$ cat src/rtl/core/bcc_pkg.sv
// Shared types and constants for the button click classifier.
// No dependencies; imported by bcc_gesture and button_click_classifier.

package bcc_pkg;

  // Width of the configuration registers and of the write data port
  localparam int CFG_W = 16;
  // Width of the configuration register index
  localparam int CFG_IDX_W = 1;
  // Default width of the hold and since-release counters
  localparam int COUNT_WIDTH_DEF = 16;

  localparam logic [CFG_W-1:0] LONG_PRESS_RST   = 16'd300;
  localparam logic [CFG_W-1:0] DOUBLE_CLICK_RST = 16'd40;

  localparam logic [1:0] CLICK_MAX = 2'd3;

  typedef enum logic [CFG_IDX_W-1:0] {
    CFG_LONG_PRESS   = 1'b0,
    CFG_DOUBLE_CLICK = 1'b1
  } cfg_idx_t;

  typedef enum logic [1:0] {
    EV_SINGLE = 2'd0,
    EV_DOUBLE = 2'd1,
    EV_LONG   = 2'd2
  } event_code_t;

  // One classified gesture, handed from the gesture core to the output register
  typedef struct packed {
    logic        valid;
    event_code_t code;
  } gesture_ev_t;

endpackage

$ cat src/rtl/core/bcc_gesture.sv
// Gesture state and per-tick classification logic.
// Depends on bcc_pkg for thresholds, click limit and event codes.

module bcc_gesture #(
  parameter int COUNT_WIDTH = bcc_pkg::COUNT_WIDTH_DEF
) (
  input  logic                      clk,
  input  logic                      rst_n,
  input  logic                      step_en,
  input  logic                      pressed,
  input  logic [bcc_pkg::CFG_W-1:0] long_press_ticks,
  input  logic [bcc_pkg::CFG_W-1:0] double_click_ticks,
  output bcc_pkg::gesture_ev_t      ev
);

  import bcc_pkg::*;

  localparam int CMP_W = (COUNT_WIDTH > CFG_W) ? COUNT_WIDTH : CFG_W;

  logic                   was_pressed_r, was_pressed_nxt;
  logic                   long_done_r, long_done_nxt;
  logic [1:0]             clicks_r, clicks_nxt;
  logic [COUNT_WIDTH-1:0] hold_r, hold_nxt;
  logic [COUNT_WIDTH-1:0] since_r, since_nxt;

  logic                   press_edge;
  logic                   release_short;
  logic                   long_done_a;
  logic [COUNT_WIDTH-1:0] since_inc;
  logic [1:0]             clicks_b;
  logic [COUNT_WIDTH-1:0] since_b;
  logic                   fire_long;
  logic                   fire_click;
  logic [CMP_W-1:0]       hold_cmp, long_cmp, since_cmp, dbl_cmp;

  always_comb begin
    press_edge = pressed && !was_pressed_r;

    if (press_edge) begin
      hold_nxt = '0;
    end else if (pressed && hold_r != '1) begin
      hold_nxt = hold_r + 1'b1;
    end else begin
      hold_nxt = hold_r;
    end
    long_done_a = press_edge ? 1'b0 : long_done_r;
    since_inc   = (since_r == '1) ? since_r : since_r + 1'b1;

    hold_cmp  = CMP_W'(hold_nxt);
    long_cmp  = CMP_W'(long_press_ticks);
    fire_long = pressed && !long_done_a && (hold_cmp >= long_cmp);

    // a short release only happens with the pin up, so a long fire never coincides
    release_short = !pressed && was_pressed_r && !long_done_a;
    if (release_short) begin
      clicks_b = (clicks_r != CLICK_MAX) ? clicks_r + 1'b1 : clicks_r;
      since_b  = '0;
    end else begin
      clicks_b = fire_long ? 2'd0 : clicks_r;
      since_b  = since_inc;
    end

    since_cmp  = CMP_W'(since_b);
    dbl_cmp    = CMP_W'(double_click_ticks);
    fire_click = (clicks_b != 2'd0) && (since_cmp > dbl_cmp) && !fire_long;

    clicks_nxt      = fire_click ? 2'd0 : clicks_b;
    since_nxt       = since_b;
    long_done_nxt   = long_done_a || fire_long;
    was_pressed_nxt = pressed;

    ev.valid = fire_long || fire_click;
    if (fire_long) begin
      ev.code = EV_LONG;
    end else if (clicks_b >= 2'd2) begin
      ev.code = EV_DOUBLE;
    end else begin
      ev.code = EV_SINGLE;
    end
  end

  always_ff @(posedge clk) begin
    if (!rst_n) begin
      was_pressed_r <= 1'b0;
      long_done_r   <= 1'b0;
      clicks_r      <= 2'd0;
      hold_r        <= '0;
      since_r       <= '0;
    end else if (step_en) begin
      was_pressed_r <= was_pressed_nxt;
      long_done_r   <= long_done_nxt;
      clicks_r      <= clicks_nxt;
      hold_r        <= hold_nxt;
      since_r       <= since_nxt;
    end
  end

endmodule

$ cat src/rtl/core/button_click_classifier.sv
// Button gesture classifier: single, double and long-press events from pin samples.
// Pipeline: input register, then result register. Throughput: one sample beat per
// cycle unless stalled; the gesture counters update once per beat.
// Reset (rst_n low, synchronous): thresholds return to 300 and 40 ticks, gesture
// state clears to released with no pending clicks, both pipeline stages empty.
// Depends on bcc_pkg and bcc_gesture.

module button_click_classifier #(
  parameter int COUNT_WIDTH = bcc_pkg::COUNT_WIDTH_DEF
) (
  input  logic                          clk,
  input  logic                          rst_n,
  input  logic                          in_valid,
  output logic                          in_stall,
  input  logic                          in_pin_level,
  output logic                          out_valid,
  input  logic                          out_stall,
  output logic [1:0]                    out_event_code,
  input  logic                          cfg_we,
  input  logic [bcc_pkg::CFG_IDX_W-1:0] cfg_index,
  input  logic [bcc_pkg::CFG_W-1:0]     cfg_data
);

  import bcc_pkg::*;

  logic [CFG_W-1:0] long_press_r;
  logic [CFG_W-1:0] double_click_r;

  logic             s1_valid_r;
  logic             s1_pin_r;
  logic             out_valid_r;
  event_code_t      out_code_r;

  logic             advance;
  logic             in_take;
  gesture_ev_t      ev;

  // stage 1 moves on when the result slot is empty or being drained
  assign advance  = !out_valid_r || !out_stall;
  assign in_stall = s1_valid_r && !advance;
  assign in_take  = in_valid && !in_stall;

  always_ff @(posedge clk) begin
    if (!rst_n) begin
      long_press_r   <= LONG_PRESS_RST;
      double_click_r <= DOUBLE_CLICK_RST;
    end else if (cfg_we) begin
      unique case (cfg_idx_t'(cfg_index))
        CFG_LONG_PRESS:   long_press_r   <= cfg_data;
        CFG_DOUBLE_CLICK: double_click_r <= cfg_data;
        default: ;
      endcase
    end
  end

  always_ff @(posedge clk) begin
    if (!rst_n) begin
      s1_valid_r <= 1'b0;
    end else if (in_take) begin
      s1_valid_r <= 1'b1;
    end else if (advance) begin
      s1_valid_r <= 1'b0;
    end
  end

  always_ff @(posedge clk) begin
    if (in_take) begin
      s1_pin_r <= in_pin_level;
    end
  end

  bcc_gesture #(
    .COUNT_WIDTH (COUNT_WIDTH)
  ) u_gesture (
    .clk                (clk),
    .rst_n              (rst_n),
    .step_en            (s1_valid_r && advance),
    .pressed            (!s1_pin_r),
    .long_press_ticks   (long_press_r),
    .double_click_ticks (double_click_r),
    .ev                 (ev)
  );

  // load a result only when stage 1 holds a beat that produced an event
  always_ff @(posedge clk) begin
    if (!rst_n) begin
      out_valid_r <= 1'b0;
    end else if (advance) begin
      out_valid_r <= s1_valid_r && ev.valid;
    end
  end

  always_ff @(posedge clk) begin
    if (advance && s1_valid_r && ev.valid) begin
      out_code_r <= ev.code;
    end
  end

  assign out_valid      = out_valid_r;
  assign out_event_code = out_code_r;

endmodule

$ cat config.mk
export PLATFORM = sky130hd
export DESIGN_NAME = button_click_classifier
export DESIGN_NICKNAME = d
export VERILOG_FILES = /design/src/rtl/core/bcc_pkg.sv /design/src/rtl/core/bcc_gesture.sv /design/src/rtl/core/button_click_classifier.sv
export SDC_FILE = /design/constraint.sdc
export NUM_CORES = 1
export LEC_CHECK = 0
export BUFFER_PORTS_ARGS = -buffer_cell sky130_fd_sc_hd__buf_2
export CORE_AREA = 2 2 113 115
export DETAILED_ROUTE_END_ITERATION = 12
export DIE_AREA = 0 0 115 117
export MAX_ROUTING_LAYER = met4
export SYNTH_ARGS = -nofsm -noshare
export SYNTH_HDL_FRONTEND = slang
export SYNTH_SLANG_ARGS = --single-unit
$ cat constraint.sdc
create_clock -name clk -period 5.8 [get_ports clk]
set_input_delay 1.16 -clock clk [delete_from_list [all_inputs] [get_ports clk]]
set_output_delay 1.16 -clock clk [all_outputs]
set_load 0.005 [all_outputs]
==> impl_metrics.ini, run 1 <==
[synth]
ys_types = 62
yosys_warnings = 0
ys_ff_latch = 73
yosys.area.top_type = dfxtp_1
synth_edf_count = 3
syn_area_per_cell_um2 = 7.61
synth_flop_cell = dfxtp_1
synth-async-reset-ratio = 0
synth_top_cell_area_share = 0.302
syn_inst = 609
ys_seq_area_frac = 0.322
synth_area_leaders = dfxtp_1, ha_1, nand2_1
synth_nets = 666
synthesis.area_um2 = 4630

[timing]
final_max_slew_viol_count = 0
finalCritPeriodShare = 0.665
hold_viol_final = 0
holdWs_ns = 0.459
rsz0062_at_grt = no
setup_viol = 0
fin_skew_ns = 0.00822
fmax_mhz = 259
period_needed_ns = 3.86
tightestPinTransition_ns = 1.10
fin_setup_tns_ns = 0
relSlewSlack = 0.266
worst_slack_ns = 1.94

[detailed_routing]
drtAntennaViolNets = 0
drcViolationCount = 0
drt_iter0_markers = 244
first_pass_iters = 4
num_vias = 4162
routedWlPerCell_um = 15.3
vias_per_cell = 5.42
totalWireLength_um = 11800

[run_status]
status = finished clean

[floorplanning]
initial_core_util = 0.376
rows = 41
die_w_um = 115
die_h_um = 117
ioPinCount = 27
core_area_um2 = 12300
dieArea_um2 = 13500

[worst_setup_path]
worst_ep_arrival_time_ns = 3.87
crit_path_end_kind = register
cp_cell_sequence = ha_1 -> nand3_1 -> nor4_4 -> nand3_1 -> nor2_1 -> a31oi_1 -> o21a_1 -> ha_1 -> nand3_1 -> nor4_1 -> a211o_1 -> o311ai_0 -> a21oi_1
crit_top_cell = nand3_1
worstPathRequired_ns = 5.82
slowest_stage = dfxtp_1
worstPathMaxFanout = 7
cpLargestDelayFamily = simple AND/OR/NAND/NOR gates
cp-start-kind = register
critPathMaxStageDelay_ns = 0.46
critical_path_class = register to register
worst-path-buf-inv = 0

[clock_tree]
cts_tree = built
hold_buffers = 0
cts_resized = 0
root_buffer = clkbuf_16
cts_setup_buffers = 0
insertion_delay_ns = 0.34
clk_pin_slew_ns = 0.06
clockBufferDepth = 2
cts_sinks = 73
numCtsBuffers = 9
h-tree-depth = 3

[global_routing]
gr-usage-met1 = 0.212
grt_pass1_wl_um = 19800
grt_pass1_vias = 4140
grt_use_total = 0.192
met2_usage = 0.347
grtUsageMet3 = 0.0350
busiest_layer = met2
overflow = 0
grt_max_degree = 51
antenna_found_initial = 0

[cells_and_area]
fin_nets = 670
utilization = 0.418
drive_gt1_frac = 0.104
antenna_cells = 0
syn2layout_area_growth_pct = 10.9

[pwr]
p_total_uw = 1240
seqPwrFrac = 0.427
p_comb_frac = 0.088
p_per_area_nw_per_um2 = 241
swShare = 0.247
internal_power_uw = 933
max-vdd-ir-drop_uv = 139
p_clk_frac = 0.486
p_switching_uw = 306
cellLeakagePower_uw = 0.00200

[place]
io_buffers = 26
gp_congestion = 0.871
hpwl_um = 8590
pre_cts_ws_ns = 2.03

[worst_hold_path]
hp-class = register to register

[flow_run]
drv_cap = 0
## cells in the mapped netlist (all sizes together) (3+ instances only)
cell    count
a21boi     11
a21o        4
a21oi      59
a22oi       3
a31oi      13
and2        6
and3        6
buf         8
clkbuf     29
dfxtp      70
edfxtp      3
ha         34
inv        37
nand2     106
nand2b      3
nand3      24
nand3b      3
nand4      10
nor2       47
nor2b       8
nor3       11
nor3b       3
nor4        5
o211ai      7
o21a        6
o21ai      24
o22ai       5
or2         3
or3         7
xnor2      10
xor2       13
## cells by family after synthesis
group | after synthesis | share of synthesized area
compound gates | 153 | 0.209
buf+inv | 75 | 0.0637
flops | 73 | 0.322
fa+ha+maj | 34 | 0.0918
xor+xnor | 23 | 0.0435
simple gates | 250 | 0.268
mux | 1 | 0.00216
## sequential cells by signal, summed over array words and instances (netlist names)
name	count
s1_valid_r	1
s1_pin_r	1
out_event_code	2
out_valid	1
double_click_r	16
long_press_r	16
u_gesture.clicks_r	2
u_gesture.hold_r	16
u_gesture.since_r	16
u_gesture.was_pressed_r	1
u_gesture.long_done_r	1
## power by group through the flow
stage	Clock [uW]	Combinational, uW	Sequential [uW]
6_report	601	109	528
5_1_grt	631	124	530
4_1_cts	610	109	528
3_5_place_dp	0	109	539
3_3_place_gp	0	106	539
2_1_floorplan	0	76.2	535
## stage by stage
step | instances | instance area (um2)
after floorplan | 609 | 4630
after global routing | 768 | 5140
after CTS | 768 | 5140
final | 768 | 5140
after global placement | 752 | 4830
after detailed placement | 752 | 4830
## worst register-to-register path, delay by kind of cell, from the launching register on
family | cells | cell delay, ns
AND/OR/NAND/NOR | 6 | 1.54
AO/OA/AOI/OAI | 5 | 1.00
adder cells (fa/ha/maj) | 2 | 0.54
flip-flops | 1 | 0.46
## routing by layer
layer | wire length, um | part of all wire
met3 | 286 | 0.024
met5 | 0 | 0
met2 | 5920 | 0.50
met4 | 252 | 0.021
met1 | 5320 | 0.45
## final cells by class
class | instances | area (um2)
Clock buffer | 11 | 233
Clock inverter | 5 | 78.8
Fill cell | 1259 | 7170
Inverter | 38 | 143
Multi-Input combinational cell | 461 | 2850
Sequential cell | 73 | 1490
Tap cell | 150 | 188
Timing Repair Buffer | 30 | 160
## worst paths after layout
kind	startpoint	to	slack, ns	cells past startpoint
worst max-delay path	u_gesture.since_r[0]$_SDFFE_PN0P_	out_event_code[1]$_SDFFCE_PP1P_	1.94	13
worst min-delay path	long_press_r[1]$_SDFFE_PN0P_	long_press_r[1]$_SDFFE_PN0P_	0.46	2
worst max register to register	u_gesture.since_r[0]$_SDFFE_PN0P_	out_event_code[1]$_SDFFCE_PP1P_	1.94	13
worst min register to register	long_press_r[1]$_SDFFE_PN0P_	long_press_r[1]$_SDFFE_PN0P_	0.46	2
## cell usage in the layout (no fill, tap or decap), drive strengths merged, types with 4 or more instances in the layout
cell	synthesis	routed
nand2	106	106
dfxtp	70	70
a21oi	59	59
nor2	47	47
inv	37	38
ha	34	34
buf	8	30
o21ai	24	24
nand3	24	24
xor2	13	13
a31oi	13	13
a21boi	11	11
clkbuf	29	11
nor3	11	11
nand4	10	10
xnor2	10	10
nor2b	8	8
o211ai	7	7
or3	7	7
and3	6	6
and2	6	6
o21a	6	6
o22ai	5	5
nor4	5	5
a21o	4	4
Note: power is estimated with default switching activity, not from simulation.
==> run 2, diff against run 1 <==
--- a/config.mk
+++ b/config.mk
@@ -5,10 +5,11 @@
 export SDC_FILE = /design/constraint.sdc
 export NUM_CORES = 1
 export LEC_CHECK = 0
+export ABC_AREA = 1
 export BUFFER_PORTS_ARGS = -buffer_cell sky130_fd_sc_hd__buf_2
-export CORE_AREA = 2 2 113 115
+export CORE_AREA = 2 2 110 112
 export DETAILED_ROUTE_END_ITERATION = 12
-export DIE_AREA = 0 0 115 117
+export DIE_AREA = 0 0 112 114
 export MAX_ROUTING_LAYER = met4
 export SYNTH_ARGS = -nofsm -noshare
 export SYNTH_HDL_FRONTEND = slang
==> constraint.sdc (replaced) <==
create_clock -name clk -period 3.7 [get_ports clk]
set_input_delay 0.74 -clock clk [delete_from_list [all_inputs] [get_ports clk]]
set_output_delay 0.74 -clock clk [all_outputs]
set_load 0.005 [all_outputs]
==> run 2 against run 1 <==
Global-route usage down 0.42 points. Clock-buffer cell count down 1. Via count down 1.5%. Non-clock buffer count up 4. Combinational power rose to 2.8 times the previous value. Wire length down 4.0%. Final cell count up 5.3%. Total power up 69%. Hold slack better by 0.0060 ns. Sequential share of layout area up 0.55 points. Synthesized area down 4.3%.
==> impl_metrics.ini, run 2 <==
[run_status]
status = finished clean

[cells_and_area]
drive_gt1_frac = 0.113
final_common_cell = inv_1
final_cell_mix = inv_1, nand2_1, a21oi_1
antenna_cells = 0
syn2layout_area_growth_pct = 13.9
fillers = 1264
final_cells = 809
fin_nets = 715

[detailed_routing]
totalWireLength_um = 11300
first_pass_iters = 6
drtAntennaViolNets = 0
vias_per_cell = 5.07
drcViolationCount = 0
routedWlPerCell_um = 14.0
num_vias = 4101
drt_iter0_markers = 254

[synth]
synth_xor_area_frac = 0.0217
synth_common_cells = inv_1, nand2_1, a21oi_1
yosys-mux-area-fraction = 0
synth_flop_cell = dfxtp_1
yosys_warnings = 0
synth_edf_count = 3
synth_adder_area_share = 0.0959
ys_types = 41
synth_top_family_by_area = simple AND/OR/NAND/NOR gates
synth_nets = 692
synthesis.area_um2 = 4440
yosys.area.top_type = dfxtp_1
synth_top_cell_area_share = 0.316
syn_inst = 635
yosys.area_share.simple = 0.216
ys_seq_area_frac = 0.336
synthMostInstantiatedCell = inv_1
syn_area_per_cell_um2 = 6.99
synth_area_leaders = dfxtp_1, ha_1, inv_1
synth-async-reset-ratio = 0
synth_compound_area_frac = 0.214
ys_ff_latch = 73

[timing]
worst_slack_ns = 0.335
fmax_mhz = 297
relSlewSlack = 0.480
finalCritPeriodShare = 0.910
fin_setup_tns_ns = 0
period_needed_ns = 3.37
rsz0062_at_grt = no
fin_skew_ns = 0.00687
hold_viol_final = 0
tightestPinTransition_ns = 0.779
setup_viol = 0
final_max_slew_viol_count = 0

[global_routing]
grt_use_total = 0.188
overflow = 0
grt_max_degree = 43
grt_pass1_wl_um = 18500
antenna_found_initial = 0
grt_pass1_vias = 3910

[worst_setup_path]
worstPathRequired_ns = 3.74
crit_top_cell = nand2_1
worst_ep_arrival_time_ns = 3.40
critPathMaxStageDelay_ns = 0.38
crit_path_end_kind = register
cp-start-kind = register
rr_startpoint = u_gesture.hold_r[0]$_SDFFE_PN0P_
reg2reg_setup_slack_ns = 0.33
worstPathMaxFanout = 10
slowest_stage = dfxtp_2
critical_path_class = register to register
startpoint = u_gesture.hold_r[0]$_SDFFE_PN0P_

[place]
gp_congestion = 0.935
io_buffers = 26
pre_cts_ws_ns = 0.108
hpwl_um = 8590
place_inst = 792

[pwr]
cellLeakagePower_uw = 0.00237
max-vdd-ir-drop_uv = 320
p_per_area_nw_per_um2 = 413

[floorplanning]
core_area_um2 = 11700
rows = 40
dieArea_um2 = 12800
initial_core_util = 0.379
die_h_um = 114
die_w_um = 112
ioPinCount = 27

[clock_tree]
insertion_delay_ns = 0.34
cts_sinks = 73
clk_pin_slew_ns = 0.06
h-tree-depth = 3
hold_buffers = 0
numCtsBuffers = 9
cts_tree = built
clockBufferDepth = 2
root_buffer = clkbuf_16

[worst_hold_path]
hp-start = long_press_r[12]$_SDFFE_PN0P_
hp-class = register to register

[flow_run]
drv_cap = 0
## run 2: per-stage QoR
stage / util / power (uW) / hold WS [ns] / area (um2)
2_1_floorplan: - / 1110 / 0.435 / 4440
3_3_place_gp: 0.401 / 1190 / 0.451 / 4700
3_5_place_dp: 0.401 / 1200 / 0.458 / 4700
4_1_cts: 0.427 / 2110 / 0.470 / 5000
5_1_grt: 0.432 / 2200 / 0.489 / 5050
6_report: 0.432 / 2090 / 0.465 / 5050
## run 2: repair_timing
action,CTS,global route
setup endpoints to repair,0,5
gates resized for setup,0,9
setup buffers,0,2
## run 2: path summary, 6_finish.rpt
kind,depth (start not counted),endpoint
max reg2reg,25,out_event_code[1]$_SDFFCE_PP1P_
min reg2reg,2,long_press_r[12]$_SDFFE_PN0P_
max,25,out_event_code[1]$_SDFFCE_PP1P_
min,2,long_press_r[12]$_SDFFE_PN0P_
## run 2: area by class of cell
| type | instances | area (um2) | area share |
|---|---|---|---|
| Inverter | 112 | 424 | 0.0839 |
| Multi-Input combinational cell | 428 | 2460 | 0.486 |
| Clock buffer | 10 | 250 | 0.0495 |
| Sequential cell | 73 | 1490 | 0.296 |
| Timing Repair Buffer | 34 | 190 | 0.0376 |
| Clock inverter | 5 | 53.8 | 0.0106 |
| Tap cell | 147 | 184 | 0.0364 |
## run 2: metal layers
layer / vias up / GRT usage / wire length, um
met4: 0 / 0.0724 / 308
met5: - / - / 0
met1: 1867 / 0.217 / 5270
met3: 21 / 0.0473 / 384
li1: 2150 / - / -
met2: 63 / 0.316 / 5340
## run 2: where the power goes
part           switching, uW  internal [uW]
Sequential              38.9            843
Clock                    342            556
Combinational            199            110
Total                    580           1510
## run 2: cell families (layout without fill, tap and decap cells)
group | after synthesis | count (layout)
and+or+nand+nor | 204 | 204
AOI/OAI and AO/OA | 179 | 179
buffers and inverters | 134 | 161
DFF | 73 | 73
adders and majority gates | 34 | 34
xor gates and xnor gates | 11 | 11
## run 2: worst max-delay path, delay by kind of cell (launching register included)
kind / cells / cell delay (ns)
buf+inv: 3 / 0.33
compound gates: 1 / 0.19
simple gates: 19 / 1.75
flops: 1 / 0.38
fa+ha+maj: 2 / 0.39
==> run 3, diff against run 2 <==
--- a/config.mk
+++ b/config.mk
@@ -5,11 +5,10 @@
 export SDC_FILE = /design/constraint.sdc
 export NUM_CORES = 1
 export LEC_CHECK = 0
-export ABC_AREA = 1
 export BUFFER_PORTS_ARGS = -buffer_cell sky130_fd_sc_hd__buf_2
-export CORE_AREA = 2 2 110 112
+export CORE_AREA = 2 2 113 115
 export DETAILED_ROUTE_END_ITERATION = 12
-export DIE_AREA = 0 0 112 114
+export DIE_AREA = 0 0 115 117
 export MAX_ROUTING_LAYER = met4
 export SYNTH_ARGS = -nofsm -noshare
 export SYNTH_HDL_FRONTEND = slang
==> run 3 against run 2 <==
Clock-buffer cell count up 2. Hold slack worse by 0.0090 ns. First-iteration DRC count up 0.79%. Critical path type unchanged. Highest routed layer unchanged.
==> impl_metrics.ini, run 3 (synthesis results as in run 1) <==
[pwr]
seqPwrFrac = 0.445
internal_power_uw = 1370
p_clk_frac = 0.458
p_per_area_nw_per_um2 = 352
max-vdd-ir-drop_uv = 205
cellLeakagePower_uw = 0.00208
swShare = 0.263
p_comb_frac = 0.096
p_switching_uw = 488
p_total_uw = 1860

[cells_and_area]
regArea_um2 = 1500
final_common_cell = nand2_1
multi_input_area_um2 = 2900
syn2layout_area_growth_pct = 13.8
fillers = 1248
fin_nets = 683
final_cell_mix = nand2_1, dfxtp_1, a21oi_1
antenna_cells = 0
final_cells = 781
drive_gt1_frac = 0.135

[timing]
setup_viol = 0
fmax_mhz = 283
final_max_slew_viol_count = 0
finalCritPeriodShare = 0.956
tightestPinTransition_ns = 1.21
fin_skew_ns = 0.0148
relSlewSlack = 0.194
hold_viol_final = 0
period_needed_ns = 3.54

[place]
place_inst = 764
gp_congestion = 0.906
io_buffers = 26
hpwl_um = 8740

[global_routing]
grt_pass1_vias = 4112
overflow = 0
grt_max_degree = 51
antenna_found_initial = 0
grt_use_total = 0.194
grt_pass1_wl_um = 19800

[detailed_routing]
vias_per_cell = 5.42
dr.max_layer_used = met4
drcViolationCount = 0
met1_length_um = 5320
num_vias = 4232
wl_met2_um = 6220
drt_iter0_markers = 256
drtAntennaViolNets = 0
first_pass_iters = 5
totalWireLength_um = 12000
routedWlPerCell_um = 15.4
route.met3.wl_um = 351

[floorplanning]
ioPinCount = 27
dieArea_um2 = 13500
die_w_um = 115
die_h_um = 117
initial_core_util = 0.376
core_area_um2 = 12300
rows = 41

[clock_tree]
clockBufferDepth = 2
cts_sinks = 73
numCtsBuffers = 9
root_buffer = clkbuf_16
cts_tree = built
h-tree-depth = 3
insertion_delay_ns = 0.35
clk_pin_slew_ns = 0.06

[worst_setup_path]
critPathMaxStageDelay_ns = 0.38
worstPathRequired_ns = 3.72
critical_path_class = register to register
worst_ep_arrival_time_ns = 3.56
worstPathMaxFanout = 8
worst-path-buf-inv = 1
cp-start-kind = register
crit_path_end_kind = register
cp_cell_sequence = ha_2 -> nand3_1 -> nor4_4 -> buf_6 -> nand2_1 -> a21oi_2 -> o21a_1 -> ha_1 -> nand3_1 -> or2_2 -> a31oi_1 -> a211o_1 -> o311ai_0 -> a21oi_1
crit_top_cell = nand3_1
cpLargestDelayFamily = compound AO/OA/AOI/OAI gates
slowest_stage = dfxtp_2

[flow_run]
drv_cap = 0

[worst_hold_path]
hp-class = register to register

[run_status]
status = finished clean
run 3: timing repair:
item,CTS,global route
gates resized for setup,0,14
buffers inserted,0,1
endpoints found under the hold margin,0,0
endpoints found under the setup margin,0,5
hold buffers,0,0
run 3: worst paths after layout:
path	cells past startpoint	to	startpoint	slack (ns)
worst min register to register	2	double_click_r[10]$_SDFFE_PN0P_	double_click_r[10]$_SDFFE_PN0P_	0.46
worst max-delay path	14	out_event_code[0]$_SDFFCE_PP0P_	u_gesture.since_r[1]$_SDFFE_PN0P_	0.16
worst max register to register	14	out_event_code[0]$_SDFFCE_PP0P_	u_gesture.since_r[1]$_SDFFE_PN0P_	0.16
worst min-delay path	2	double_click_r[10]$_SDFFE_PN0P_	double_click_r[10]$_SDFFE_PN0P_	0.46
run 3: per-layer routing:
metal	vias up	track usage
li1	2154	-
met1	2008	0.225
met2	58	0.328
met3	12	0.0386
met4	0	0.0795
met5	-	-
run 3: cell type report:
| type | instances | share of cell area |
|---|---|---|
| multi-input combinational | 461 | 0.550 |
| sequential | 73 | 0.284 |
| timing repair buffer | 43 | 0.0496 |
| clock buffer | 12 | 0.0489 |
| tap | 150 | 0.0356 |
| inverter | 38 | 0.0270 |
| clock inverter | 4 | 0.00498 |
run 3: metrics by stage:
step                hold slack [ns]  setup slack (ns)  cell area [um2]  TNS [ns]   util
floorplan                     0.436             0.498             4630         0      -
global placement              0.447             0.240             4920         0  0.400
detailed placement            0.450            0.0973             4920         0  0.400
CTS                           0.458            0.0666             5200         0  0.423
global route                  0.477           -0.0160             5280   -0.0320  0.428
finish                        0.456             0.163             5280         0  0.428
run 3: power by group through the flow:
stage / Sequential [uW] / Clock, uW / Combinational, uW
detailed placement: 845 / 0 / 174
CTS: 827 / 870 / 175
finish: 828 / 852 / 179
floorplan: 838 / 0 / 119
global route: 830 / 903 / 201
global placement: 844 / 0 / 171
run 3: worst register-to-register path, stage by stage, from the launching register on:
cell	delay [ns]
dfxtp_2	0.38
ha_2	0.23
nand3_1	0.15
nor4_4	0.30
buf_6	0.17
nand2_1	0.20
a21oi_2	0.21
o21a_1	0.15
ha_1	0.14
nand3_1	0.16
or2_2	0.33
a31oi_1	0.18
a211o_1	0.19
o311ai_0	0.18
a21oi_1	0.25
